$ cat config.mk
export PLATFORM = sky130hd
export DESIGN_NAME = ima_adpcm_frame_encoder
export DESIGN_NICKNAME = d
export VERILOG_FILES = /design/src/hdl/imaenc_pkg.sv /design/src/hdl/imaenc_quant.sv /design/src/hdl/imaenc_outbuf.sv /design/src/hdl/ima_adpcm_frame_encoder.sv
export SDC_FILE = /design/constraint.sdc
export NUM_CORES = 1
export LEC_CHECK = 0
export ABC_AREA = 0
export BUFFER_PORTS_ARGS = -buffer_cell sky130_fd_sc_hd__buf_2
export CAP_MARGIN = 40
export CORE_ASPECT_RATIO = 1.5
export CORE_MARGIN = 2
export CORE_UTILIZATION = 23
export DETAILED_ROUTE_END_ITERATION = 8
export GPL_TIMING_DRIVEN = 0
export SKIP_LAST_GASP = 1
export SLEW_MARGIN = 10
export SYNTH_ARGS = -nofsm -noshare
export SYNTH_HDL_FRONTEND = slang
export SYNTH_SLANG_ARGS = --single-unit
$ cat constraint.sdc
create_clock -name clk -period 21.8 [get_ports clk]
set_input_delay 5.45 -clock clk [delete_from_list [all_inputs] [get_ports clk]]
set_output_delay 5.45 -clock clk [all_outputs]
set_load 0.02 [all_outputs]
$ cat src/hdl/imaenc_pkg.sv
// shared types, constants and tables of the frame-based ima adpcm encoder
`timescale 1ns / 1ps
package imaenc_pkg;

  localparam int unsigned FRAME_SAMPLES = 320;
  localparam int unsigned POS_W = $clog2(FRAME_SAMPLES);
  localparam logic [POS_W-1:0] LAST_POS = POS_W'(FRAME_SAMPLES - 1);
  localparam logic [15:0] FRAME_LEN = 16'(FRAME_SAMPLES);

  localparam int unsigned MAX_RESULTS = 6;
  localparam int unsigned CNT_W = $clog2(MAX_RESULTS + 1);
  localparam logic [CNT_W-1:0] HEADER_BYTES = CNT_W'(MAX_RESULTS);

  localparam int unsigned STEP_W = 15;
  localparam int unsigned IDX_W = 7;
  localparam logic signed [7:0] INDEX_MAX = 8'sd88;
  localparam logic signed [17:0] PRED_MAX = 18'sd32767;
  localparam logic signed [17:0] PRED_MIN = -18'sd32768;

  localparam logic [STEP_W-1:0] STEP_TABLE [0:88] = '{
    15'd7, 15'd8, 15'd9, 15'd10, 15'd11, 15'd12, 15'd13, 15'd14, 15'd16, 15'd17,
    15'd19, 15'd21, 15'd23, 15'd25, 15'd28, 15'd31, 15'd34, 15'd37, 15'd41, 15'd45,
    15'd50, 15'd55, 15'd60, 15'd66, 15'd73, 15'd80, 15'd88, 15'd97, 15'd107, 15'd118,
    15'd130, 15'd143, 15'd157, 15'd173, 15'd190, 15'd209, 15'd230, 15'd253, 15'd279,
    15'd307, 15'd337, 15'd371, 15'd408, 15'd449, 15'd494, 15'd544, 15'd598, 15'd658,
    15'd724, 15'd796, 15'd876, 15'd963, 15'd1060, 15'd1166, 15'd1282, 15'd1411,
    15'd1552, 15'd1707, 15'd1878, 15'd2066, 15'd2272, 15'd2499, 15'd2749, 15'd3024,
    15'd3327, 15'd3660, 15'd4026, 15'd4428, 15'd4871, 15'd5358, 15'd5894, 15'd6484,
    15'd7132, 15'd7845, 15'd8630, 15'd9493, 15'd10442, 15'd11487, 15'd12635,
    15'd13899, 15'd15289, 15'd16818, 15'd18500, 15'd20350, 15'd22385, 15'd24623,
    15'd27086, 15'd29794, 15'd32767
  };

  localparam logic signed [7:0] INDEX_ADJUST [0:7] = '{
    -8'sd1, -8'sd1, -8'sd1, -8'sd1, 8'sd2, 8'sd4, 8'sd6, 8'sd8
  };

  typedef struct packed {
    logic [7:0] data_byte;
    logic       run_last;
    logic       frame_last;
  } out_item_t;

  typedef struct packed {
    logic             en;
    logic [CNT_W-1:0] cnt;
  } out_load_t;

endpackage

$ cat src/hdl/imaenc_quant.sv
// ima adpcm quantizer: code, next predictor and next step index for one sample
`timescale 1ns / 1ps
module imaenc_quant
  import imaenc_pkg::*;
(
  input  logic signed [15:0]      sample,
  input  logic signed [15:0]      predictor,
  input  logic [IDX_W-1:0]        step_index,
  output logic [3:0]              code,
  output logic signed [15:0]      pred_nxt,
  output logic [IDX_W-1:0]        index_nxt
);

  logic signed [16:0] diff;
  logic               sign;
  logic [16:0]        d0;
  logic [16:0]        d1;
  logic [16:0]        d2;
  logic [16:0]        stp;
  logic [16:0]        vp;
  logic [2:0]         mag;
  logic signed [17:0] psum;
  logic signed [7:0]  nidx;

  always_comb begin
    diff = {sample[15], sample} - {predictor[15], predictor};
    sign = diff[16];
    d0   = sign ? 17'(-diff) : 17'(diff);
    stp  = {2'b00, STEP_TABLE[step_index]};
    vp   = stp >> 3;
    mag  = 3'd0;

    if (d0 >= stp) begin
      mag[2] = 1'b1;
      d1     = d0 - stp;
      vp     = vp + stp;
    end else begin
      d1 = d0;
    end
    if (d1 >= (stp >> 1)) begin
      mag[1] = 1'b1;
      d2     = d1 - (stp >> 1);
      vp     = vp + (stp >> 1);
    end else begin
      d2 = d1;
    end
    if (d2 >= (stp >> 2)) begin
      mag[0] = 1'b1;
      vp     = vp + (stp >> 2);
    end

    if (sign) begin
      psum = {{2{predictor[15]}}, predictor} - $signed({1'b0, vp});
    end else begin
      psum = {{2{predictor[15]}}, predictor} + $signed({1'b0, vp});
    end
    if (psum > PRED_MAX) begin
      pred_nxt = 16'sd32767;
    end else if (psum < PRED_MIN) begin
      pred_nxt = -16'sd32768;
    end else begin
      pred_nxt = psum[15:0];
    end

    nidx = $signed({1'b0, step_index}) + INDEX_ADJUST[mag];
    if (nidx < 8'sd0) begin
      index_nxt = '0;
    end else if (nidx > INDEX_MAX) begin
      index_nxt = IDX_W'(INDEX_MAX);
    end else begin
      index_nxt = nidx[IDX_W-1:0];
    end

    code = {sign, mag};
  end

endmodule

$ cat src/hdl/imaenc_outbuf.sv
// result buffer: holds up to one sample's bytes and shifts them out one per transaction
`timescale 1ns / 1ps
module imaenc_outbuf
  import imaenc_pkg::*;
(
  input  logic      clk,
  input  logic      rst_n,
  input  out_load_t load,
  input  out_item_t load_items [MAX_RESULTS],
  output logic      free,
  output logic      out_tvalid,
  input  logic      out_tready,
  output logic [7:0] out_tdata,  // data_byte
  output logic      out_tuser,   // run_last
  output logic      out_tlast    // frame_last
);

  out_item_t        items_r [MAX_RESULTS];
  logic [CNT_W-1:0] cnt_r;
  logic             take;

  assign take       = out_tvalid && out_tready;
  assign out_tvalid = (cnt_r != '0);
  assign out_tdata  = items_r[0].data_byte;
  assign out_tuser  = items_r[0].run_last;
  assign out_tlast  = items_r[0].frame_last;
  // empty now, or the last byte leaves this cycle
  assign free       = (cnt_r == '0) || ((cnt_r == CNT_W'(1)) && out_tready);

  always_ff @(posedge clk) begin
    if (!rst_n) begin
      cnt_r <= '0;
    end else if (load.en) begin
      cnt_r <= load.cnt;
    end else if (take) begin
      cnt_r <= cnt_r - CNT_W'(1);
    end
  end

  always_ff @(posedge clk) begin
    if (load.en) begin
      items_r <= load_items;
    end else if (take) begin
      for (int i = 0; i < MAX_RESULTS - 1; i++) begin
        items_r[i] <= items_r[i + 1];
      end
    end
  end

endmodule

$ cat src/hdl/ima_adpcm_frame_encoder.sv
// frame-based ima adpcm encoder, top level
// a sample is coded from the input register; its bytes go to the output buffer when free
// throughput: one sample per cycle while codes flow; a frame's first sample emits six header
//   bytes and holds the input register until the output has taken five of them
// the predictor and step index update in a single combinational pass from the input register
// reset (synchronous, rst_n low): predictor, step index, held nibble and position clear,
//   so the next sample starts a frame; input and output buffers empty
`timescale 1ns / 1ps
module ima_adpcm_frame_encoder
  import imaenc_pkg::*;
(
  input  logic        clk,
  input  logic        rst_n,
  input  logic        in_tvalid,
  output logic        in_tready,
  input  logic [15:0] in_tdata,   // sample
  output logic        out_tvalid,
  input  logic        out_tready,
  output logic [7:0]  out_tdata,  // data_byte
  output logic        out_tuser,  // run_last
  output logic        out_tlast   // frame_last
);

  logic               s1_v_r;
  logic signed [15:0] s1_sample_r;
  logic signed [15:0] pred_r;
  logic [IDX_W-1:0]   idx_r;
  logic [POS_W-1:0]   pos_r;
  logic [3:0]         held_r;

  logic               buf_free;
  logic               fire;
  logic               is_first;
  logic               is_last;
  logic [3:0]         code;
  logic signed [15:0] q_pred;
  logic [IDX_W-1:0]   q_idx;
  out_load_t          load;
  out_item_t          load_items [MAX_RESULTS];

  assign fire      = s1_v_r && buf_free;
  assign in_tready = !s1_v_r || fire;
  assign is_first  = (pos_r == '0);
  assign is_last   = (pos_r == LAST_POS);

  imaenc_quant u_quant (
    .sample     (s1_sample_r),
    .predictor  (pred_r),
    .step_index (idx_r),
    .code       (code),
    .pred_nxt   (q_pred),
    .index_nxt  (q_idx)
  );

  always_ff @(posedge clk) begin
    if (!rst_n) begin
      s1_v_r <= 1'b0;
    end else if (in_tvalid && in_tready) begin
      s1_v_r <= 1'b1;
    end else if (fire) begin
      s1_v_r <= 1'b0;
    end
  end

  always_ff @(posedge clk) begin
    if (in_tvalid && in_tready) begin
      s1_sample_r <= in_tdata;
    end
  end

  always_ff @(posedge clk) begin
    if (!rst_n) begin
      pred_r <= '0;
      idx_r  <= '0;
      pos_r  <= '0;
      held_r <= '0;
    end else if (fire) begin
      if (is_first) begin
        pred_r <= s1_sample_r;
        idx_r  <= '0;
        held_r <= '0;
      end else begin
        pred_r <= q_pred;
        idx_r  <= q_idx;
        // odd positions give the low nibble, even ones complete the byte
        held_r <= pos_r[0] ? code : 4'd0;
      end
      pos_r <= is_last ? '0 : pos_r + POS_W'(1);
    end
  end

  always_comb begin
    for (int i = 0; i < MAX_RESULTS; i++) begin
      load_items[i] = '0;
    end
    load.cnt = '0;
    if (is_first) begin
      load_items[0].data_byte  = s1_sample_r[7:0];
      load_items[1].data_byte  = s1_sample_r[15:8];
      load_items[3].data_byte  = FRAME_LEN[7:0];
      load_items[4].data_byte  = FRAME_LEN[15:8];
      load_items[5].run_last   = 1'b1;
      load_items[5].frame_last = is_last;
      load.cnt                 = HEADER_BYTES;
    end else if (pos_r[0]) begin
      // odd last code goes out with a zero high nibble
      load_items[0].data_byte  = {4'd0, code};
      load_items[0].run_last   = 1'b1;
      load_items[0].frame_last = 1'b1;
      load.cnt                 = is_last ? CNT_W'(1) : '0;
    end else begin
      load_items[0].data_byte  = {code, held_r};
      load_items[0].run_last   = 1'b1;
      load_items[0].frame_last = is_last;
      load.cnt                 = CNT_W'(1);
    end
    load.en = fire && (load.cnt != '0);
  end

  imaenc_outbuf u_outbuf (
    .clk        (clk),
    .rst_n      (rst_n),
    .load       (load),
    .load_items (load_items),
    .free       (buf_free),
    .out_tvalid (out_tvalid),
    .out_tready (out_tready),
    .out_tdata  (out_tdata),
    .out_tuser  (out_tuser),
    .out_tlast  (out_tlast)
  );

endmodule
==> results of run 1 <==
routing by layer:
layer,vias up,part of all wire (%)
met5,-,0
met4,0,7.4
met3,154,3.7
met2,392,52
met1,6234,37
li1,6410,-
critical path: cells and delay by family (launching register included):
| family | cells | cell delay (ps) |
|---|---|---|
| AO/OA/AOI/OAI | 38 | 8590 |
| buffers and inverters | 20 | 5940 |
| AND/OR/NAND/NOR | 15 | 2750 |
| adder cells (fa/ha/maj) | 6 | 2150 |
| flip-flops | 1 | 660 |
cells by family after synthesis:
kind of cell,synth area share (%)
other,0.0293
buffers and inverters,6.01
xor gates and xnor gates,7.85
DFF,16.8
and+or+nand+nor,21.5
adders and majority gates,15.0
AOI/OAI and AO/OA,28.9
muxes,4.06
Yosys cell counts (26+ instances only):
| cell | count | area, um^2 |
|---|---|---|
| clkbuf_1 | 52 | 195 |
| a21o_1 | 26 | 195 |
| inv_1 | 103 | 387 |
| and3_1 | 26 | 163 |
| nor2_1 | 145 | 544 |
| nand2_1 | 173 | 649 |
| nand3_1 | 41 | 205 |
| a21oi_1 | 154 | 771 |
| xnor2_1 | 72 | 631 |
| dfxtp_1 | 50 | 1000 |
| nor3_1 | 43 | 215 |
| ha_1 | 140 | 1750 |
| o21ai_0 | 116 | 581 |
| edfxtp_1 | 38 | 1140 |
| xor2_1 | 38 | 333 |
| nor2b_1 | 26 | 163 |
state kept, by name (all words and copies together) (netlist names):
signal and cells:
pos_r 9, u_outbuf.out_tuser 1, u_outbuf.out_tlast 1, idx_r 7, s1_sample_r 16, u_outbuf.out_tdata 8
u_outbuf.items_r 22, held_r 4, pred_r 16, u_outbuf.cnt_r 3, s1_v_r 1
per-stage QoR:
step,util (%),std cells
final,26.0,2469
after global routing,26.0,2468
after CTS,26.0,2467
after detailed placement,25.4,2451
after global placement,25.2,2437
after floorplan,-,1711
worst max-delay path by stage:
| stage | start | endpoint | slack [ps] | cells after the start |
|---|---|---|---|---|
| 5_1_grt | idx_r[3] | pred_r[5] | 360 | 75 |
| 6_report | idx_r[0] | pred_r[5] | 1540 | 79 |
| 3_5_place_dp | idx_r[0] | pred_r[5] | 1910 | 78 |
| 3_3_place_gp | idx_r[0] | pred_r[5] | 880 | 75 |
| 4_1_cts | idx_r[3] | pred_r[5] | 1820 | 75 |
| 2_1_floorplan | idx_r[0] | pred_r[10] | 6560 | 75 |
final cells by class:
| type | count | area, um^2 |
|---|---|---|
| tap | 695 | 870 |
| antenna | 1 | 2.50 |
| sequential | 88 | 2140 |
| multi-input combinational | 1432 | 9880 |
| clock buffer | 9 | 225 |
| clock inverter | 7 | 88.8 |
| inverter | 106 | 400 |
| timing repair buffer | 46 | 277 |
| fill | 5960 | 40500 |
| buffer | 85 | 368 |
==> qor.csv, run 1 <==
metric,value,unit
cpMostUsedCell,a21oi_1,
yosys_most_used_dff,dfxtp_1,
worstReg2RegStart,idx_r[0],
cts_tree,done,
synth_nets,1879,
criticalPathCategory,reg -> reg,
setup_tns,0,ps
fin_worst_hold_slack,460,ps
dp_slack,1910,ps
ios,32,
fmax,49.4,MHz
grt_pass1_wl,70.2,mm
synth_edf_count,38,
fin_crit_sh,92.9,%
tightest_slew,896,ps
cts_sinks,88,
clk_pin_slew,80,ps
synth_cells,1711,
whs_path_depth,2,
layout.nets,1936,
holdCritPathClass,reg -> reg,
use_met2,29.1,%
hp-start,u_outbuf.items_r[41],
yosysUniqueCellTypes,98,
async_flop_share,0,%
antenna_found_initial,0,
grtUsageMet1,15.1,%
route.detailed.drc,0,
grt_overflow_total,0,
timing.final.ws_setup,1540,ps
synth_seq_cells,88,
place_congestion,0.964,
drive_gt1_share,8.23,%
portBuffers,31,
grt_use_total,15.2,%
cts_resized,0,
drt_first_pass_iters,5,
end_kind,flip-flop,
wl_per_cell,18.1,um
grt_use_met3,1.67,%
hold_buffers,0,
finish.instance_area,0.0143,mm^2
drv_cap,0,
row_count,105,
cts-root-buf,clkbuf_16,
syn-cell-area,0.0128,mm^2
busiest_layer,met2,
arrival,20540,ps
drt-total-wl,44.8,mm
start_kind,flip-flop,
area_delta_synth_final,11.5,%
clockBufferDepth,2,
die_x,196,um
cpPeakStageDelay,660,ps
post_dp_cell_area,0.0139,mm^2
status,"complete, no violations",
die_area,0.0575,mm^2
via_count,13200,
ff2ff_setup_slack,1540,ps
layout_commonest_cell,nand2_1,
post_drt_via_cell_ratio,5.34,
cpMaxStageDelayCell,dfxtp_1,
drt_iter0_markers,654,
grt_max_degree,20,
cp.required,22080,ps
ys_seq_area_share,16.8,%
clock_latency,370,ps
hpwl,36.7,mm
final_cell_mix,"173 x nand2_1, 154 x a21oi_1, 145 x nor2_1",
postCtsSetupRepairBufs,0,
whs_endpoint,u_outbuf.items_r[41],
crit_fanout,10,
rsz0062_at_grt,no,
rr_endpoint,pred_r[5],
htree_levels,3,
finalHoldViolCount,0,
grt_pass1_vias,13200,
slew_headroom,40.3,%
drt.antenna.violating_nets,0,
syn_area_per_cell,7.47,um^2
die_h,293,um
fin_skew,11.0,ps
slew_violations,0,
floorplan.initialDensity,23.3,%
ys_warn_count,0,
numCtsBuffers,9,
r2r_cells,79,
core,0.0548,mm^2
setup_viol,0,
min_period,20260,ps
Power of run 1 is not shown: default switching activity piles up to over one toggle a cycle in this logic, so the estimate is an artifact.
==> run 2, diff against run 1 <==
- CTS_BUF_LIST: not set -> sky130_fd_sc_hd__clkbuf_2
==> qor.csv, run 2 (synthesis gave the netlist of run 1 again) <==
metric,value,unit,change
setup_viol,0,,unchanged
status,"complete, no violations",,
slew_headroom,42.0,%,+1.8 points
arrival,20890,ps,+350 ps
floorplan.initialDensity,23.3,%,unchanged
finalHoldViolCount,0,,unchanged
via_count,13200,,+0.22%
criticalPathCategory,reg -> reg,,
cpMaxStageDelayCell,o31ai_2,,
cpPeakStageDelay,680,ps,+20 ps
start_kind,flip-flop,,
clockBufferDepth,2,,unchanged
drv_cap,0,,unchanged
htree_levels,3,,unchanged
cts_sinks,88,,unchanged
route.detailed.drc,0,,unchanged
finish.instance_area,0.0141,mm^2,-1.2%
place_congestion,0.964,,unchanged
fin_crit_sh,93.0,%,about the same
drive_gt1_share,8.23,%,unchanged
row_count,105,,unchanged
postCtsSetupRepairBufs,0,,unchanged
hpwl,36.7,mm,unchanged
rsz0062_at_grt,no,,
fmax,49.3,MHz,about the same
tightest_slew,870,ps,-26.4 ps
grt_overflow_total,0,,unchanged
layout_commonest_cell,nand2_1,,
crit_fanout,10,,unchanged
grt_max_degree,20,,unchanged
post_drt_via_cell_ratio,5.35,,+0.14%
die_h,293,um,unchanged
layout.nets,1936,,unchanged
drt_first_pass_iters,5,,unchanged
top_register,u_outbuf.items_r,,
die_area,0.0575,mm^2,unchanged
largest_reg_flops,22,,unchanged
dp.cells,2451,,unchanged
grt_pass1_vias,13200,,-0.14%
die_x,196,um,unchanged
drt-total-wl,44.7,mm,-0.28%
slew_violations,0,,unchanged
setup_tns,0,ps,unchanged
numCtsBuffers,9,,unchanged
core,0.0548,mm^2,unchanged
final_cell_mix,"173 x nand2_1, 154 x a21oi_1, 145 x nor2_1",,
wl_per_cell,18.1,um,-0.36%
layoutNonFillerInstCount,2471,,+0.081%
grt_use_total,15.2,%,-0.019 points
hold_buffers,0,,unchanged
cts_tree,done,,
min_period,20280,ps,+19.4 ps
holdCritPathClass,reg -> reg,,
antenna_found_initial,1,,+1
grt_pass1_wl,70.1,mm,-0.14%
drt_iter0_markers,662,,+1.2%
portBuffers,31,,unchanged
cts-root-buf,clkbuf_2,,
ios,32,,unchanged
clock_latency,690,ps,+320 ps
cp.required,22410,ps,+330 ps
area_delta_synth_final,10.2,%,
fin_skew,45.6,ps,+34.7 ps
cts_resized,0,,unchanged
clk_pin_slew,330,ps,+250 ps
post_dp_cell_area,0.0139,mm^2,unchanged
top_regs,"u_outbuf.items_r x22, pred_r x16, s1_sample_r x16",,
end_kind,flip-flop,,
drt.antenna.violating_nets,0,,unchanged
run 2: cell types whose count changed in the layout (fill, tap and decap cells not counted):
cell,previous run,this run
clkbuf_2,0,9
diode_2,1,3
clkbuf_16,9,0
run 2: path summary, 6_finish.rpt:
| kind | startpoint | end | slack (ps) | cells after the start |
|---|---|---|---|---|
| worst max-delay path | idx_r[3] | pred_r[5] | 1520 | 75 |
| worst min-delay path | u_outbuf.items_r[21] | u_outbuf.items_r[21] | 480 | 2 |
| worst max register to register | idx_r[3] | pred_r[5] | 1520 | 75 |
| worst min register to register | u_outbuf.items_r[21] | u_outbuf.items_r[21] | 480 | 2 |
run 2: worst max-delay path: cells and delay by family, from the launching register on:
kind | cells | cell delay, ps
adders and majority gates | 5 | 1880
AOI/OAI and AO/OA | 35 | 8260
DFF | 1 | 580
and+or+nand+nor | 14 | 2730
buffers and inverters | 21 | 6740
run 2: area by class of cell:
class / instances / area (um^2)
Fill cell: 5990 / 40700
Multi-Input combinational cell: 1432 / 9880
Sequential cell: 88 / 2140
Tap cell: 695 / 870
Inverter: 106 / 400
Buffer: 85 / 368
Timing Repair Buffer: 46 / 277
Clock inverter: 7 / 88.8
Clock buffer: 9 / 45.0
Antenna cell: 3 / 7.51
run 2: per-layer routing:
layer	wire length, um	track usage, %
met1	16400	15.0
met2	23200	29.1
met3	1700	1.73
met4	3450	11.1
met5	0	0
run 2: per-stage QoR:
step	hold WS [ps]	utilization [%]	setup slack (ps)
3_5_place_dp	449	25.4	1910
2_1_floorplan	432	-	6560
5_1_grt	483	25.7	306
4_1_cts	475	25.7	1780
6_report	476	25.7	1520
3_3_place_gp	438	25.2	882
Power of run 2 is left out for the same reason.
==> run 3, diff against run 2 <==
- CORE_ASPECT_RATIO: 1.5 -> not set
- CORE_UTILIZATION: 23 -> 45
==> qor.csv, run 3 (synthesis gave the netlist of run 1 again) <==
metric,value,unit,change
drt-total-wl,40.8,mm,-8.6%
ios,32,,unchanged
clk_pin_slew,280,ps,-50 ps
seqCellArea,0.00214,mm^2,unchanged
setup_tns,0,ps,unchanged
core,0.0279,mm^2,-49%
row_count,61,,-42%
layout_commonest_cell,nand2_1,,
slew_violations,0,,unchanged
criticalPathCategory,reg -> reg,,
arrival,20740,ps,-150 ps
antenna_found_initial,1,,unchanged
drive_gt1_share,8.19,%,-0.047 points
drt_first_pass_iters,6,,+1
fin_worst_hold_slack,470,ps,-5.72 ps
largest_reg_flops,22,,unchanged
status,"complete, no violations",,
wl_per_cell,19.0,um,+5.0%
area_delta_synth_final,7.19,%,
rsz0062_at_grt,no,,
via_count,13000,,-1.5%
fill_cells,2834,,-53%
slew_headroom,36.1,%,-5.9 points
fin_skew,46.2,ps,+0.624 ps
numCtsBuffers,9,,unchanged
top_register,u_outbuf.items_r,,
grt_pass1_wl,65.0,mm,-7.3%
route.detailed.drc,0,,unchanged
final_cell_mix,"173 x nand2_1, 154 x a21oi_1, 145 x nor2_1",,
drt_iter0_markers,1131,,+71%
hp-start,u_outbuf.items_r[10],,
grt_max_degree,18,,-10%
worstReg2RegStart,idx_r[3],,
grt_use_total,26.5,%,+11 points
post_drt_via_cell_ratio,6.06,,+13%
cp.required,22340,ps,-70 ps
dp_slack,1910,ps,-4.37 ps
htree_levels,3,,unchanged
crit_fanout,13,,+3
drv_cap,0,,unchanged
cpMaxStageDelayCell,o31ai_2,,
die_h,173,um,-41%
die_area,0.0298,mm^2,-48%
postCtsSetupRepairBufs,0,,unchanged
cts-root-buf,clkbuf_2,,
grt_overflow_total,0,,unchanged
layout.nets,1934,,-0.10%
start_kind,flip-flop,,
cpMostUsedCell,a21oi_1,,
cts_sinks,88,,unchanged
top_regs,"u_outbuf.items_r x22, pred_r x16, s1_sample_r x16",,
grt_pass1_vias,11900,,-9.8%
place_congestion,0.943,,-2.2%
cts_resized,0,,unchanged
portBuffers,31,,unchanged
cpPeakStageDelay,700,ps,+20 ps
setup_viol,0,,unchanged
clockBufferDepth,2,,unchanged
holdCritPathClass,reg -> reg,,
multi_input_area,0.00989,mm^2,about the same
die_x,173,um,-12%
end_kind,flip-flop,,
fmax,49.5,MHz,+0.41%
cts_tree,done,,
finalHoldViolCount,0,,unchanged
clock_latency,600,ps,-90 ps
min_period,20200,ps,-83.8 ps
drt.antenna.violating_nets,0,,unchanged
hold_buffers,0,,unchanged
timing.final.ws_setup,1600,ps,+83.7 ps
cp-startpoint,idx_r[3],,
floorplan.initialDensity,45.9,%,+23 points
fin_crit_sh,92.6,%,-0.38 points
hpwl,32.7,mm,-11%
tightest_slew,950,ps,+80.3 ps
post-route-util,49.2,%,+23 points
## run 3: cell type report
cell class,instances,area share [%]
clock buffer,9,0.329
inverter,106,2.92
antenna,1,0.0183
buffer,85,2.69
multi-input combinational,1432,72.2
sequential,88,15.6
timing repair buffer,44,1.86
tap,378,3.45
clock inverter,7,0.913
## run 3: through the flow
step	area (um^2)	instances
floorplan	12800	1711
CTS	13700	2149
global route	13700	2150
global placement	13400	2120
detailed placement	13500	2133
finish	13700	2150
## run 3: path summary, 6_finish.rpt
path	end	slack, ps	depth (start not counted)
worst max register to register	pred_r[9]	1600	73
worst min register to register	u_outbuf.items_r[20]	470	2
worst min-delay path	u_outbuf.items_r[20]	470	2
worst max-delay path	pred_r[9]	1600	73
## run 3: worst max-delay path: cells and delay by family (launching register included)
family / cells / cell delay [ps]
fa+ha+maj: 5 / 1730
simple gates: 13 / 2120
buf+inv: 18 / 6680
mux: 1 / 410
compound gates: 36 / 8630
flops: 1 / 540
## run 3: per-layer routing
metal | GRT usage (%) | part of all wire, % | vias to the layer above
met5 | 0 | 0 | -
met4 | 5.24 | 1.4 | 0
met3 | 2.24 | 6.4 | 54
met2 | 43.7 | 45 | 463
met1 | 38.0 | 47 | 6088
li1 | - | - | 6418
Power of run 3 is left out for the same reason.
